`config.mk`:
```
export PLATFORM = sky130hd
export DESIGN_NAME = framed_xor_stream_cipher
export DESIGN_NICKNAME = d
export VERILOG_FILES = /design/src/hdl/fxs_pkg.sv /design/src/hdl/framed_xor_stream_cipher.sv /design/src/hdl/fxs_key_ram.sv /design/src/hdl/fxs_csr.sv /design/src/hdl/fxs_frame.sv /design/src/hdl/fxs_rsp.sv
export SDC_FILE = /design/constraint.sdc
export NUM_CORES = 1
export LEC_CHECK = 0
export BUFFER_PORTS_ARGS = -buffer_cell sky130_fd_sc_hd__buf_2
export CORE_ASPECT_RATIO = 0.9
export CORE_MARGIN = 2
export CORE_UTILIZATION = 55
export DETAILED_ROUTE_END_ITERATION = 10
export GPL_TIMING_DRIVEN = 0
export HOLD_SLACK_MARGIN = 0.06
export PLACE_DENSITY = 0.72
export SLEW_MARGIN = 5
export SYNTH_ARGS = -nofsm -noshare
export SYNTH_HDL_FRONTEND = slang
export SYNTH_SLANG_ARGS = --single-unit
```
`constraint.sdc`:
```
create_clock -name clock -period 20.1 [get_ports clock]
set_clock_uncertainty 0.1 [all_clocks]
set_input_delay 4.02 -clock clock [delete_from_list [all_inputs] [get_ports clock]]
set_output_delay 4.02 -clock clock [all_outputs]
set_load 0.02 [all_outputs]
```
`src/hdl/fxs_pkg.sv`:
```
// Shared types and constants for the framed XOR stream cipher.
package fxs_pkg;

   // Default key length in bytes.
   localparam int KEY_BYTES_DEFAULT = 32;

   // Frame header layout.
   localparam logic [7:0] MAGIC0    = 8'hAA;
   localparam logic [7:0] MAGIC1    = 8'hBB;
   localparam logic [2:0] HDR_BYTES = 3'd4;

   // Register map: master words first, then session words.
   localparam logic [2:0] CSR_MASTER_WORD0  = 3'd0;
   localparam logic [2:0] CSR_SESSION_WORD0 = 3'd4;

   // Request function codes.
   typedef enum logic [1:0] {
      FUNC_BEGIN_ENC = 2'd0,
      FUNC_ENC_BYTE  = 2'd1,
      FUNC_DEC_BYTE  = 2'd2,
      FUNC_BEGIN_DEC = 2'd3
   } func_type;

   // Message status codes.
   typedef enum logic [1:0] {
      STATUS_OK        = 2'd0,
      STATUS_BAD_MAGIC = 2'd1,
      STATUS_TOO_SHORT = 2'd2
   } status_type;

   // Work handed from the framing logic to the response sequencer.
   typedef struct packed {
      logic        hdr;
      logic        emit_byte;
      logic        emit_status;
      status_type  status;
      logic [7:0]  data;
      logic [7:0]  idx_lo;
      logic [15:0] len;
   } rsp_desc_type;

endpackage

```
`src/hdl/framed_xor_stream_cipher.sv`:
```
// Top level of the framed XOR stream cipher.
//
//   Channel  Direction  Beat carries
//   req_     in         func, data_in, msg_len, end_of_message
//   rsp_     out        out_byte, end_of_run, message_done, status
//   csr_     in         register index and 64-bit write data
//
// Encrypt and decrypt bytes are taken one per cycle while no key sweep runs and the response
// sequencer is free; a decrypt byte that yields both a payload byte and the status occupies
// the sequencer for a payload beat and a status beat, and a begin encrypt for four header beats.
// A begin encrypt or begin decrypt starts a key sweep through the key memory write port;
// requests and register writes wait until it completes.
// Reset clears the key registers and framing state; the key memory holds no value until
// the first begin. A stalled response holds the sequencer, which then holds the request.
module framed_xor_stream_cipher import fxs_pkg::*; #(
   parameter int KEY_BYTES = KEY_BYTES_DEFAULT
) (
   input  logic        clock,
   input  logic        reset,
   input  logic        req_valid,
   output logic        req_ready,
   input  logic [1:0]  req_func,
   input  logic [7:0]  req_data_in,
   input  logic [15:0] req_msg_len,
   input  logic        req_end_of_message,
   output logic        rsp_valid,
   input  logic        rsp_ready,
   output logic [7:0]  rsp_out_byte,
   output logic        rsp_end_of_run,
   output logic        rsp_message_done,
   output logic [1:0]  rsp_status,
   input  logic        csr_valid,
   output logic        csr_ready,
   input  logic [2:0]  csr_index,
   input  logic [63:0] csr_data
);

   localparam int KAW = $clog2(KEY_BYTES);

   logic           deriving;
   logic           derive_start;
   logic           key_wr_en;
   logic [KAW-1:0] key_wr_addr;
   logic [7:0]     key_wr_data;
   logic [KAW-1:0] key_addr_a;
   logic [KAW-1:0] key_addr_b;
   logic [7:0]     key_a;
   logic [7:0]     key_b;
   logic           req_accept;
   logic           desc_load;
   logic           desc_free;
   rsp_desc_type   desc;

   // Handshakes: the sweep blocks both input channels.
   assign req_ready  = !deriving && desc_free;
   assign csr_ready  = !deriving;
   assign req_accept = req_valid && req_ready;

   fxs_csr #(.KEY_BYTES(KEY_BYTES)) u_csr (
      .clock        (clock),
      .reset        (reset),
      .csr_write    (csr_valid && csr_ready),
      .csr_index    (csr_index),
      .csr_data     (csr_data),
      .derive_start (derive_start),
      .deriving     (deriving),
      .key_wr_en    (key_wr_en),
      .key_wr_addr  (key_wr_addr),
      .key_wr_data  (key_wr_data)
   );

   fxs_key_ram #(.KEY_BYTES(KEY_BYTES)) u_key_ram (
      .clock     (clock),
      .wr_en     (key_wr_en),
      .wr_addr   (key_wr_addr),
      .wr_data   (key_wr_data),
      .rd_en     (req_accept),
      .rd_addr_a (key_addr_a),
      .rd_addr_b (key_addr_b),
      .rd_data_a (key_a),
      .rd_data_b (key_b)
   );

   fxs_frame #(.KEY_BYTES(KEY_BYTES)) u_frame (
      .clock          (clock),
      .reset          (reset),
      .accept         (req_accept),
      .func           (req_func),
      .data_in        (req_data_in),
      .msg_len        (req_msg_len),
      .end_of_message (req_end_of_message),
      .derive_start   (derive_start),
      .desc_load      (desc_load),
      .desc           (desc),
      .key_addr_a     (key_addr_a),
      .key_addr_b     (key_addr_b)
   );

   fxs_rsp u_rsp (
      .clock            (clock),
      .reset            (reset),
      .desc_load        (desc_load),
      .desc             (desc),
      .key_a            (key_a),
      .key_b            (key_b),
      .desc_free        (desc_free),
      .rsp_valid        (rsp_valid),
      .rsp_ready        (rsp_ready),
      .rsp_out_byte     (rsp_out_byte),
      .rsp_end_of_run   (rsp_end_of_run),
      .rsp_message_done (rsp_message_done),
      .rsp_status       (rsp_status)
   );

endmodule

```
`src/hdl/fxs_key_ram.sv`:
```
// Derived key memory: one write port, two registered read ports.
module fxs_key_ram import fxs_pkg::*; #(
   parameter int KEY_BYTES = KEY_BYTES_DEFAULT
) (
   input  logic                         clock,
   input  logic                         wr_en,
   input  logic [$clog2(KEY_BYTES)-1:0] wr_addr,
   input  logic [7:0]                   wr_data,
   input  logic                         rd_en,
   input  logic [$clog2(KEY_BYTES)-1:0] rd_addr_a,
   input  logic [$clog2(KEY_BYTES)-1:0] rd_addr_b,
   output logic [7:0]                   rd_data_a,
   output logic [7:0]                   rd_data_b
);

   logic [7:0] key_mem [KEY_BYTES];
   logic [7:0] rd_a_ff;
   logic [7:0] rd_b_ff;

   // Write port.
   always_ff @(posedge clock) begin
      if (wr_en) begin
         key_mem[wr_addr] <= wr_data;
      end
   end

   // Read ports hold their data until the next read.
   always_ff @(posedge clock) begin
      if (rd_en) begin
         rd_a_ff <= key_mem[rd_addr_a];
         rd_b_ff <= key_mem[rd_addr_b];
      end
   end

   assign rd_data_a = rd_a_ff;
   assign rd_data_b = rd_b_ff;

endmodule

```
`src/hdl/fxs_csr.sv`:
```
// Key registers and the key derivation sweep into the key memory.
module fxs_csr import fxs_pkg::*; #(
   parameter int KEY_BYTES = KEY_BYTES_DEFAULT
) (
   input  logic                         clock,
   input  logic                         reset,
   input  logic                         csr_write,
   input  logic [2:0]                   csr_index,
   input  logic [63:0]                  csr_data,
   input  logic                         derive_start,
   output logic                         deriving,
   output logic                         key_wr_en,
   output logic [$clog2(KEY_BYTES)-1:0] key_wr_addr,
   output logic [7:0]                   key_wr_data
);

   localparam int KAW = $clog2(KEY_BYTES);

   logic [63:0]    master_ff  [4];
   logic [63:0]    session_ff [4];
   logic           deriving_ff;
   logic           deriving_in;
   logic [KAW-1:0] sweep_cnt_ff;
   logic [KAW-1:0] sweep_cnt_in;
   logic [4:0]     j_full;
   logic [1:0]     word_sel;
   logic [7:0]     m_byte;
   logic [7:0]     s_byte;

   // Configuration writes; the word offset is taken within each bank.
   assign word_sel = (csr_index >= CSR_SESSION_WORD0) ? 2'(csr_index - CSR_SESSION_WORD0)
                                                      : 2'(csr_index - CSR_MASTER_WORD0);

   always_ff @(posedge clock) begin
      if (reset) begin
         for (int w = 0; w < 4; w++) begin
            master_ff[w]  <= '0;
            session_ff[w] <= '0;
         end
      end else if (csr_write) begin
         if (csr_index >= CSR_SESSION_WORD0) begin
            session_ff[word_sel] <= csr_data;
         end else begin
            master_ff[word_sel] <= csr_data;
         end
      end
   end

   // Sweep control: one key byte per cycle.
   always_comb begin
      deriving_in  = deriving_ff;
      sweep_cnt_in = sweep_cnt_ff;
      if (deriving_ff) begin
         sweep_cnt_in = sweep_cnt_ff + KAW'(1);
         if (sweep_cnt_ff == KAW'(KEY_BYTES - 1)) begin
            deriving_in  = 1'b0;
            sweep_cnt_in = '0;
         end
      end else if (derive_start) begin
         deriving_in  = 1'b1;
         sweep_cnt_in = '0;
      end
   end

   always_ff @(posedge clock) begin
      if (reset) begin
         deriving_ff  <= 1'b0;
         sweep_cnt_ff <= '0;
      end else begin
         deriving_ff  <= deriving_in;
         sweep_cnt_ff <= sweep_cnt_in;
      end
   end

   // Key byte j is (master j XOR session j) plus j.
   assign j_full = 5'(sweep_cnt_ff);
   assign m_byte = master_ff[j_full[4:3]][{j_full[2:0], 3'b000} +: 8];
   assign s_byte = session_ff[j_full[4:3]][{j_full[2:0], 3'b000} +: 8];

   assign deriving    = deriving_ff;
   assign key_wr_en   = deriving_ff;
   assign key_wr_addr = sweep_cnt_ff;
   assign key_wr_data = (m_byte ^ s_byte) + 8'(j_full);

endmodule

```
`src/hdl/fxs_frame.sv`:
```
// Framing state: byte index, header parsing, key addresses and status.
module fxs_frame import fxs_pkg::*; #(
   parameter int KEY_BYTES = KEY_BYTES_DEFAULT
) (
   input  logic                         clock,
   input  logic                         reset,
   input  logic                         accept,
   input  logic [1:0]                   func,
   input  logic [7:0]                   data_in,
   input  logic [15:0]                  msg_len,
   input  logic                         end_of_message,
   output logic                         derive_start,
   output logic                         desc_load,
   output rsp_desc_type                 desc,
   output logic [$clog2(KEY_BYTES)-1:0] key_addr_a,
   output logic [$clog2(KEY_BYTES)-1:0] key_addr_b
);

   localparam int KAW = $clog2(KEY_BYTES);

   func_type       func_code;
   logic [15:0]    byte_index_ff, byte_index_in;
   logic [15:0]    payload_length_ff, payload_length_in;
   logic [2:0]     header_count_ff, header_count_in;
   logic           bad_magic_ff, bad_magic_in;
   logic [KAW-1:0] addr_a_ff, addr_a_in;
   logic [KAW-1:0] addr_b_ff, addr_b_in;
   logic [KAW:0]   sum_a;
   logic [KAW:0]   sum_b;
   logic [KAW-1:0] step_a;
   logic [KAW-1:0] step_b;

   assign func_code = func_type'(func);

   // Running 3i and 7i modulo the key length.
   assign sum_a  = {1'b0, addr_a_ff} + (KAW+1)'(3);
   assign sum_b  = {1'b0, addr_b_ff} + (KAW+1)'(7);
   assign step_a = (sum_a >= (KAW+1)'(KEY_BYTES)) ? KAW'(sum_a - (KAW+1)'(KEY_BYTES))
                                                  : KAW'(sum_a);
   assign step_b = (sum_b >= (KAW+1)'(KEY_BYTES)) ? KAW'(sum_b - (KAW+1)'(KEY_BYTES))
                                                  : KAW'(sum_b);

   // Next state and the work descriptor for the accepted beat.
   always_comb begin
      byte_index_in     = byte_index_ff;
      payload_length_in = payload_length_ff;
      header_count_in   = header_count_ff;
      bad_magic_in      = bad_magic_ff;
      addr_a_in         = addr_a_ff;
      addr_b_in         = addr_b_ff;
      desc_load         = 1'b0;
      derive_start      = 1'b0;
      desc              = '0;
      desc.data         = data_in;
      desc.idx_lo       = byte_index_ff[7:0];
      desc.len          = msg_len;
      if (accept) begin
         unique case (func_code)
            FUNC_BEGIN_ENC: begin
               derive_start      = 1'b1;
               byte_index_in     = '0;
               payload_length_in = msg_len;
               header_count_in   = '0;
               bad_magic_in      = 1'b0;
               addr_a_in         = '0;
               addr_b_in         = '0;
               desc_load         = 1'b1;
               desc.hdr          = 1'b1;
            end
            FUNC_ENC_BYTE: begin
               desc_load      = 1'b1;
               desc.emit_byte = 1'b1;
               byte_index_in  = byte_index_ff + 16'd1;
               addr_a_in      = (byte_index_ff == 16'hFFFF) ? '0 : step_a;
               addr_b_in      = (byte_index_ff == 16'hFFFF) ? '0 : step_b;
            end
            FUNC_BEGIN_DEC: begin
               derive_start      = 1'b1;
               byte_index_in     = '0;
               payload_length_in = '0;
               header_count_in   = '0;
               bad_magic_in      = 1'b0;
               addr_a_in         = '0;
               addr_b_in         = '0;
            end
            FUNC_DEC_BYTE: begin
               if (header_count_ff < HDR_BYTES) begin
                  unique case (header_count_ff[1:0])
                     2'd0: if (data_in != MAGIC0) bad_magic_in = 1'b1;
                     2'd1: if (data_in != MAGIC1) bad_magic_in = 1'b1;
                     2'd2: payload_length_in = {payload_length_ff[15:8], data_in};
                     2'd3: payload_length_in = {data_in, payload_length_ff[7:0]};
                  endcase
                  header_count_in = header_count_ff + 3'd1;
               end else if (byte_index_ff < payload_length_ff) begin
                  desc.emit_byte = 1'b1;
                  byte_index_in  = byte_index_ff + 16'd1;
                  addr_a_in      = (byte_index_ff == 16'hFFFF) ? '0 : step_a;
                  addr_b_in      = (byte_index_ff == 16'hFFFF) ? '0 : step_b;
               end
               if (end_of_message) begin
                  desc.emit_status = 1'b1;
                  if (header_count_in < HDR_BYTES) begin
                     desc.status = STATUS_TOO_SHORT;
                  end else if (bad_magic_in) begin
                     desc.status = STATUS_BAD_MAGIC;
                  end else if (byte_index_in < payload_length_in) begin
                     desc.status = STATUS_TOO_SHORT;
                  end else begin
                     desc.status = STATUS_OK;
                  end
                  byte_index_in     = '0;
                  payload_length_in = '0;
                  header_count_in   = '0;
                  bad_magic_in      = 1'b0;
                  addr_a_in         = '0;
                  addr_b_in         = '0;
               end
               desc_load = desc.emit_byte | desc.emit_status;
            end
            default: begin
               desc_load = 1'b0;
            end
         endcase
      end
   end

   always_ff @(posedge clock) begin
      if (reset) begin
         byte_index_ff     <= '0;
         payload_length_ff <= '0;
         header_count_ff   <= '0;
         bad_magic_ff      <= 1'b0;
         addr_a_ff         <= '0;
         addr_b_ff         <= '0;
      end else begin
         byte_index_ff     <= byte_index_in;
         payload_length_ff <= payload_length_in;
         header_count_ff   <= header_count_in;
         bad_magic_ff      <= bad_magic_in;
         addr_a_ff         <= addr_a_in;
         addr_b_ff         <= addr_b_in;
      end
   end

   // The key is read at the addresses of the current byte index.
   assign key_addr_a = addr_a_ff;
   assign key_addr_b = addr_b_ff;

   // The header counter saturates at the header length.
   a_hdr_count_max: assert property (@(posedge clock) disable iff (reset)
      header_count_ff <= HDR_BYTES)
      else $error("header count ran past the header length");

   // Key addresses stay inside the key.
   a_addr_range: assert property (@(posedge clock) disable iff (reset)
      (addr_a_ff < KAW'(KEY_BYTES - 1) || addr_a_ff == KAW'(KEY_BYTES - 1)) &&
      (addr_b_ff < KAW'(KEY_BYTES - 1) || addr_b_ff == KAW'(KEY_BYTES - 1)))
      else $error("key address outside the key");

   // End of message leaves a clean frame.
   a_eom_clears: assert property (@(posedge clock) disable iff (reset)
      (accept && func_code == FUNC_DEC_BYTE && end_of_message) |=>
      (header_count_ff == 3'd0 && byte_index_ff == 16'd0 && !bad_magic_ff))
      else $error("frame state not cleared after end of message");

endmodule

```
`src/hdl/fxs_rsp.sv`:
```
// Response sequencer: expands one work descriptor into result beats.
module fxs_rsp import fxs_pkg::*; (
   input  logic         clock,
   input  logic         reset,
   input  logic         desc_load,
   input  rsp_desc_type desc,
   input  logic [7:0]   key_a,
   input  logic [7:0]   key_b,
   output logic         desc_free,
   output logic         rsp_valid,
   input  logic         rsp_ready,
   output logic [7:0]   rsp_out_byte,
   output logic         rsp_end_of_run,
   output logic         rsp_message_done,
   output logic [1:0]   rsp_status
);

   logic         s1_valid_ff, s1_valid_in;
   rsp_desc_type s1_desc_ff;
   logic [1:0]   cnt_ff, cnt_in;
   logic         rsp_valid_ff;
   logic [7:0]   rsp_out_byte_ff;
   logic         rsp_end_of_run_ff;
   logic         rsp_message_done_ff;
   status_type   rsp_status_ff;
   logic         push;
   logic         last;
   logic         is_status;
   logic [7:0]   cipher;
   logic [7:0]   res_byte;

   assign push   = s1_valid_ff && (!rsp_valid_ff || rsp_ready);
   assign cipher = s1_desc_ff.data ^ key_a ^ key_b ^ s1_desc_ff.idx_lo;

   // Pick the result for the current step of the descriptor.
   always_comb begin
      is_status = 1'b0;
      res_byte  = cipher;
      last      = 1'b1;
      if (s1_desc_ff.hdr) begin
         unique case (cnt_ff)
            2'd0: res_byte = MAGIC0;
            2'd1: res_byte = MAGIC1;
            2'd2: res_byte = s1_desc_ff.len[7:0];
            2'd3: res_byte = s1_desc_ff.len[15:8];
         endcase
         last = (cnt_ff == 2'd3);
      end else begin
         is_status = !(s1_desc_ff.emit_byte && cnt_ff == 2'd0);
         res_byte  = is_status ? 8'd0 : cipher;
         last      = is_status || !s1_desc_ff.emit_status;
      end
   end

   // Descriptor holding stage.
   always_comb begin
      s1_valid_in = s1_valid_ff;
      cnt_in      = cnt_ff;
      if (push) begin
         if (last) begin
            s1_valid_in = 1'b0;
            cnt_in      = '0;
         end else begin
            cnt_in = cnt_ff + 2'd1;
         end
      end
      if (desc_load) begin
         s1_valid_in = 1'b1;
         cnt_in      = '0;
      end
   end

   always_ff @(posedge clock) begin
      if (reset) begin
         s1_valid_ff <= 1'b0;
         cnt_ff      <= '0;
      end else begin
         s1_valid_ff <= s1_valid_in;
         cnt_ff      <= cnt_in;
      end
   end

   always_ff @(posedge clock) begin
      if (desc_load) begin
         s1_desc_ff <= desc;
      end
   end

   // Output register.
   always_ff @(posedge clock) begin
      if (reset) begin
         rsp_valid_ff <= 1'b0;
      end else if (push) begin
         rsp_valid_ff <= 1'b1;
      end else if (rsp_ready) begin
         rsp_valid_ff <= 1'b0;
      end
   end

   always_ff @(posedge clock) begin
      if (push) begin
         rsp_out_byte_ff     <= res_byte;
         rsp_end_of_run_ff   <= last;
         rsp_message_done_ff <= is_status;
         rsp_status_ff       <= is_status ? s1_desc_ff.status : STATUS_OK;
      end
   end

   assign desc_free        = !s1_valid_ff || (push && last);
   assign rsp_valid        = rsp_valid_ff;
   assign rsp_out_byte     = rsp_out_byte_ff;
   assign rsp_end_of_run   = rsp_end_of_run_ff;
   assign rsp_message_done = rsp_message_done_ff;
   assign rsp_status       = rsp_status_ff;

   // A held descriptor keeps its place while the output is blocked.
   a_hold: assert property (@(posedge clock) disable iff (reset)
      (s1_valid_ff && !push) |=> (s1_valid_ff && $stable(cnt_ff)))
      else $error("descriptor lost while output stalled");

   // Data descriptors produce at most two results.
   a_data_steps: assert property (@(posedge clock) disable iff (reset)
      (s1_valid_ff && !s1_desc_ff.hdr) |-> (cnt_ff == 2'd0 || cnt_ff == 2'd1))
      else $error("data descriptor stepped too far");

   // A status beat closes its run and carries no byte.
   a_status_beat: assert property (@(posedge clock) disable iff (reset)
      (rsp_valid_ff && rsp_message_done_ff) |->
      (rsp_end_of_run_ff && rsp_out_byte_ff == 8'd0))
      else $error("malformed status beat");

endmodule

```
# Word level (Yosys, flattened, before mapping)
# Memory sizes are Yosys's and may differ from the RTL's. A register that Yosys moved wholly into a read port is not among the register bits.
# Cells that the tools add are included.
[op_classes]
muxes = 93
bitwise_logic = 5
n_eq_ne = 15
n_reduce_logical = 33
add_sub_neg = 10
magnitude_cmp = 7
n_shift = 2
[ops]
columns = ["cell", "count"]
rows = [
  ["16-bit 2-to-1 mux", 9],
  ["64-bit 2-to-1 mux", 2],
  ["64-bit OR reduction", 2],
  ["64-bit by 7-bit indexed part select with 8-bit output", 2],
  ["16-bit case mux with 3 select lines", 2],
  ["5-bit 2-to-1 mux", 13],
  ["1-bit 2-to-1 mux", 38],
  ["16-bit less-than comparator", 2],
  ["16-bit case mux with 2 select lines", 1],
  ["8-bit case mux with 4 select lines", 1],
  ["8-bit XOR", 4],
  ["5-bit case mux with 3 select lines", 2],
  ["2-bit 2-to-1 mux", 11],
  ["3-bit 2-to-1 mux", 7],
  ["16-bit by 1-bit adder with 16-bit output, second input constant", 1],
  ["16-bit == test, second input constant", 1],
  ["8-bit 2-to-1 mux", 2],
  ["8-bit != test, second input constant", 2],
  ["2-bit == test, second input constant", 6],
  ["6-bit greater-or-equal comparator, second input constant", 2],
  ["2-bit nonzero test", 5],
  ["5-bit by 1-bit subtractor with 5-bit output, second input constant", 2],
  ["8-bit by 5-bit adder with 8-bit output", 1],
  ["1-bit case mux with 2 select lines", 4],
  ["22 further kinds", 43],
]
[word_totals]
elab_cells = 190
memories = 3
ramBits = 768
ff_bits = 105
input_bits = 99
output_inout_bits = 15
[mem_list]
columns = ["name", "words", "word_bits", "read_ports", "rd_clocked_by_memory_dff", "wr", "line", "text"]
rows = [
  ["u_csr.master_ff", 4, 64, 1, 1, 4, "fxs_csr.sv:19", "logic [63:0] master_ff [4];"],
  ["u_csr.session_ff", 4, 64, 1, 1, 4, "fxs_csr.sv:20", "logic [63:0] session_ff [4];"],
  ["u_key_ram.key_mem", 32, 8, 2, 2, 1, "fxs_key_ram.sv:16", "logic [7:0] key_mem [KEY_BYTES];"],
]

# Depth between registers and ports, before layout
[logic_depth]
word_depth = 22
ltp_mapped = 20
ltp_nobuf = 18

# Modules after synthesis
# Synthesis repeated with hierarchy kept, for this count alone.
[hier_totals]
hier_cells = 2738
area_unflattened_um2 = 41252.1
[modules_own_cells]
columns = ["mod", "seq_area_each_um2", "cells_per_inst", "n_inst", "area_each_um2"]
rows = [
  ["fxs_csr", 15534.9, 1543, 1, 22681.8],
  ["fxs_key_ram", 8167.8, 532, 1, 12368.1],
  ["fxs_frame", 920.9, 526, 1, 4005.1],
  ["fxs_rsp", 1551.5, 133, 1, 2172.1],
  ["framed_xor_stream_cipher", 0.0, 4, 1, 25.0],
]

# Worst setup path after synthesis
# Ideal clock, no wire load.
[synth_timing]
path_kind = "input-to-reg"
from = "input port csr_index[0]"
to = "memory u_csr.master_ff[1][0] (enable)"
path_slack_ns = 10.536
required_ns = 19.426
setup_time_ns = 0.574
n_path_buf = 1
path_stages = 3
t_arrival_ns = 8.890
path_cell_list = "clkbuf_1 nand2b_1 o21ai_0"
[synth_rtl]
columns = ["element", "line", "text"]
rows = [
  ["start, declared", "framed_xor_stream_cipher.sv:34", "input logic [2:0] csr_index,"],
  ["end, declared", "fxs_csr.sv:19", ""],
]

# Final worst setup path
[layout_timing]
from = "input port rsp_ready"
to = "output port req_ready"
[layout_between]
elab_chain_cells = 5
[layout_rtl]
columns = ["element", "line", "text"]
rows = [
  ["start, declared", "framed_xor_stream_cipher.sv:27", "input logic rsp_ready,"],
  ["1-bit logical OR", "fxs_rsp.sv:32", "assign push = s1_valid_ff && (!rsp_valid_ff || rsp_ready);"],
  ["1-bit logical AND", "fxs_rsp.sv:32", ""],
  ["1-bit logical AND", "fxs_rsp.sv:109", "assign desc_free = !s1_valid_ff || (push && last);"],
  ["1-bit logical OR", "fxs_rsp.sv:109", ""],
  ["1-bit logical AND", "framed_xor_stream_cipher.sv:55", "assign req_ready = !deriving && desc_free;"],
  ["end, declared", "framed_xor_stream_cipher.sv:21", "output logic req_ready,"],
]
# No other way between the ends.

==> results.yml <==
timing:
  fmax_ghz: 0.109
  final.period_utilization_pct: 45.8
  timing.setup.tns_ps: 0
  slew_viol_final: 0
  holdWs_ps: 382
  hold_viol_final: 0
  finalSetupViolations: 0
  rsz0062_at_grt: "no"
  min_period_ps: 9200
  slew_headroom_pct: 13.1
  tightest_slew_ps: 1300
layout:
  n_fill_cell: 5402
  layout-area-overhead-vs-synth_pct: 12.9
  ff_latch_area_mm2: 0.0262
  final_common_cell: "edfxtp_1"
  final_layout_size_suffix_gt1_share_pct: 20.3
  nNetsFinal: 3060
  utilization_pct: 62.7
  multi_input_area_mm2: 0.0146
  layout_common_cells: "833 x edfxtp_1, 455 x and2_1, 256 x mux4_2"
clock_network:
  clockBufferDepth: 3
  cts.clk_slew.worst_paths_ps: 60
  post-cts-setup-buffers: 0
  root_buffer: "clkbuf_16"
  ctsHtreeMaxLevel: 3
  ctsResizeCount: 0
  clock_sinks: 891
  cts_tree: "yes"
  clock_latency_ps: 660
  cts_made_buffers: 90
  cts_hold_buf: 0
status:
  status: "finished clean"
synthesis:
  async_reset_ff_share_pct: 0
  avgSynthCellArea_um2: 15.5
  seq_area_frac_synth_pct: 63.0
  synth_enable_flop_cells: 833
  syn-num-nets: 2830
  synth_top_area_share_pct: 60.2
  ys_seq_elements: 891
  netlist_instances: 2675
  synthFlopType: "edfxtp_1"
  netlist_area_mm2: 0.0415
  synth.distinct_cells: 60
  yosys.area.top_type: "edfxtp_1"
  ys_top_cells_by_area: "edfxtp_1 60%, mux4_2 14%, and2_1 6.9%"
  yosysWarnings: 0
critical_path:
  critical_path_arrival_ps: 5080
  startpoint: "rsp_ready"
  crit_chain: "buf_2, nand2b_1, a31oi_1, nor2_1, buf_2"
  critPathCaptureType: "primary output"
  endpoint: "req_ready"
  ff2ff_path_depth: 15
  cp.depth: 5
  crit_family: "simple AND/OR/NAND/NOR gates"
  worstPathMaxFanout: 3
  reg2reg_to: "u_key_ram.key_mem[5][7]"
  r2r_slack_ps: 14110
  path_buf_inv: 2
  crit_top_cell: "buf_2"
  cp.required_ps: 15980
  worstSetupStartpointType: "input port"
  slowest_delay_ps: 370
  cp_slowest_cell: "a31oi_1"
  crit_type: "in2out"
power_and_ir_drop:
  ir_drop_mv: 0.0823
  p_seq_share_pct: 50.6
  power_density_mw_per_mm2: 90.7
  internal-power_w: 0.00321
  total_power_w: 0.00425
  p_comb_share_pct: 10.5
  p_clk_share_pct: 38.8
  p_sw_share_pct: 24.4
  p_leak_nw: 16.3
  p_switching_w: 0.00104
routing:
  wl_mm: 112
  avgRoutedWirePerCell_um: 28.3
  drcViolationCount: 0
  vias: 25381
  via_per_inst: 6.41
  drt_first_pass_iters: 5
  drtIter0Drc: 2937
  antenna_left: 0
floorplan:
  core_mm2: 0.0748
  dieArea_mm2: 0.0777
  ioPinCount: 114
  fp-row-count: 95
  fp.dieH_um: 265
  start_util_pct: 55.6
  die_w_um: 294
grt:
  grt_pass1_wl_mm: 165
  grt_pass1_vias: 25244
  grt_max_degree: 43
  grt_overflow: 0
  antenna_found_initial: 14
  grtUsageTotal_pct: 29.1
placement:
  hpwlAfterDp_mm: 77.5
  portBuffers: 112
  routabilityCongestion: 0.926
min_path:
  hp-class: "reg2reg"
run:
  cap_violations: 0
[routing by layer]
metal	vias up	part of all wire [%]	track usage (%)
li1	10843	-	-
met1	12889	40	41.3
met2	1422	48	45.8
met3	215	9.7	5.57
met4	12	3.1	9.64
met5	-	0.064	0
[cells by family (layout without fill, tap and decap cells)]
family	after synthesis	count (layout)	synth area share, %
buffers and inverters	221	527	2.23
multiplexers	346	346	16.1
adder cells (fa/ha/maj)	56	56	1.70
flip-flops	891	891	63.0
XOR/XNOR	67	67	1.41
AO/OA/AOI/OAI	298	298	4.68
AND/OR/NAND/NOR	796	796	10.9
other	0	9	0
[worst register-to-register path, stage by stage, from the launching register on]
cell      delay, ps
dfxtp_1         400
buf_2           310
buf_2           420
clkbuf_1        790
mux4_2          470
mux4_2          500
xnor2_1         380
a21oi_1         250
ha_1            340
a21o_1          150
a21oi_1         290
o21bai_1        100
a21oi_1         300
nor3_1          130
xnor2_2         570
buf_6           300
[state kept, by name, indices dropped and copies added (netlist names), 5 cells and up, named ones only]
name	count
u_key_ram.key_mem	256
u_frame.key_addr_b	5
u_rsp.s1_desc_ff	37
u_csr.key_wr_addr	5
u_csr.master_ff	256
u_frame.payload_length_ff	16
u_frame.byte_index_ff	16
u_key_ram.rd_data_b	8
u_key_ram.rd_data_a	8
u_csr.session_ff	256
u_rsp.rsp_out_byte	8
u_frame.key_addr_a	5
[power by group through the flow]
stage	clock (W)	combinational (W)	sequential [W]
after detailed placement	0	0.000442	0.00219
final	0.00165	0.000448	0.00215
after floorplan	0	0.000254	0.00219
after global routing	0.00173	0.000474	0.00216
after CTS	0.00166	0.000444	0.00215
after global placement	0	0.000407	0.00220
[through the flow]
| step | std cells | setup slack (ps) | cell area [µm²] |
|---|---|---|---|
| final | 3960 | 10900 | 46900 |
| after global placement | 3757 | 5690 | 43300 |
| after detailed placement | 3783 | 10920 | 44000 |
| after CTS | 3951 | 10910 | 46900 |
| after floorplan | 2675 | 10540 | 41500 |
| after global routing | 3958 | 10850 | 46900 |
[final cells by class]
type / instances / share of cell area (%)
repair buffers: 138 / 2.32
multi-input cells: 1563 / 31.1
well taps: 970 / 2.59
inverters: 40 / 0.320
clock inverters: 59 / 1.06
plain buffers: 181 / 1.66
flip-flops and latches: 891 / 55.8
diodes: 9 / 0.0480
clock buffers: 109 / 5.08
[worst min-delay path by stage]
stage,startpoint,cells after the start,endpoint,slack (ps)
finish,u_frame.bad_magic_ff,2,u_frame.bad_magic_ff,380
floorplan,u_frame.bad_magic_ff,2,u_frame.bad_magic_ff,340
detailed placement,u_frame.bad_magic_ff,2,u_frame.bad_magic_ff,360
global route,u_rsp.s1_valid_ff,2,u_rsp.rsp_valid,410
CTS,u_frame.bad_magic_ff,2,u_frame.bad_magic_ff,380
global placement,u_frame.bad_magic_ff,2,u_frame.bad_magic_ff,360
[Yosys cell counts (3+ instances only)]
library cell and number:
dfxtp_1 58, buf_4 3, or3_1 4, o21ai_0 73, nor2b_1 9, mux2_2 9
a221oi_1 10, nand3b_1 5, o221ai_1 36, nand2b_1 14, xor2_1 15, and2_1 455
o211ai_1 16, a21oi_1 70, a211oi_1 13, a41oi_1 3, nand2_1 81, a311oi_1 5
buf_6 6, inv_1 37, buf_2 32, nor3_1 18, clkbuf_1 124, ha_1 55
a22oi_1 27, and3_1 76, nor2_1 102, edfxtp_1 833, a21o_1 10, o21a_1 3
mux4_2 256, buf_1 16, nand4_1 6, o22ai_1 16, xnor2_1 52, nor3b_1 4
mux2i_1 81, nand3_1 10, a31oi_1 3
Note: power is estimated with default switching activity, not from simulation.
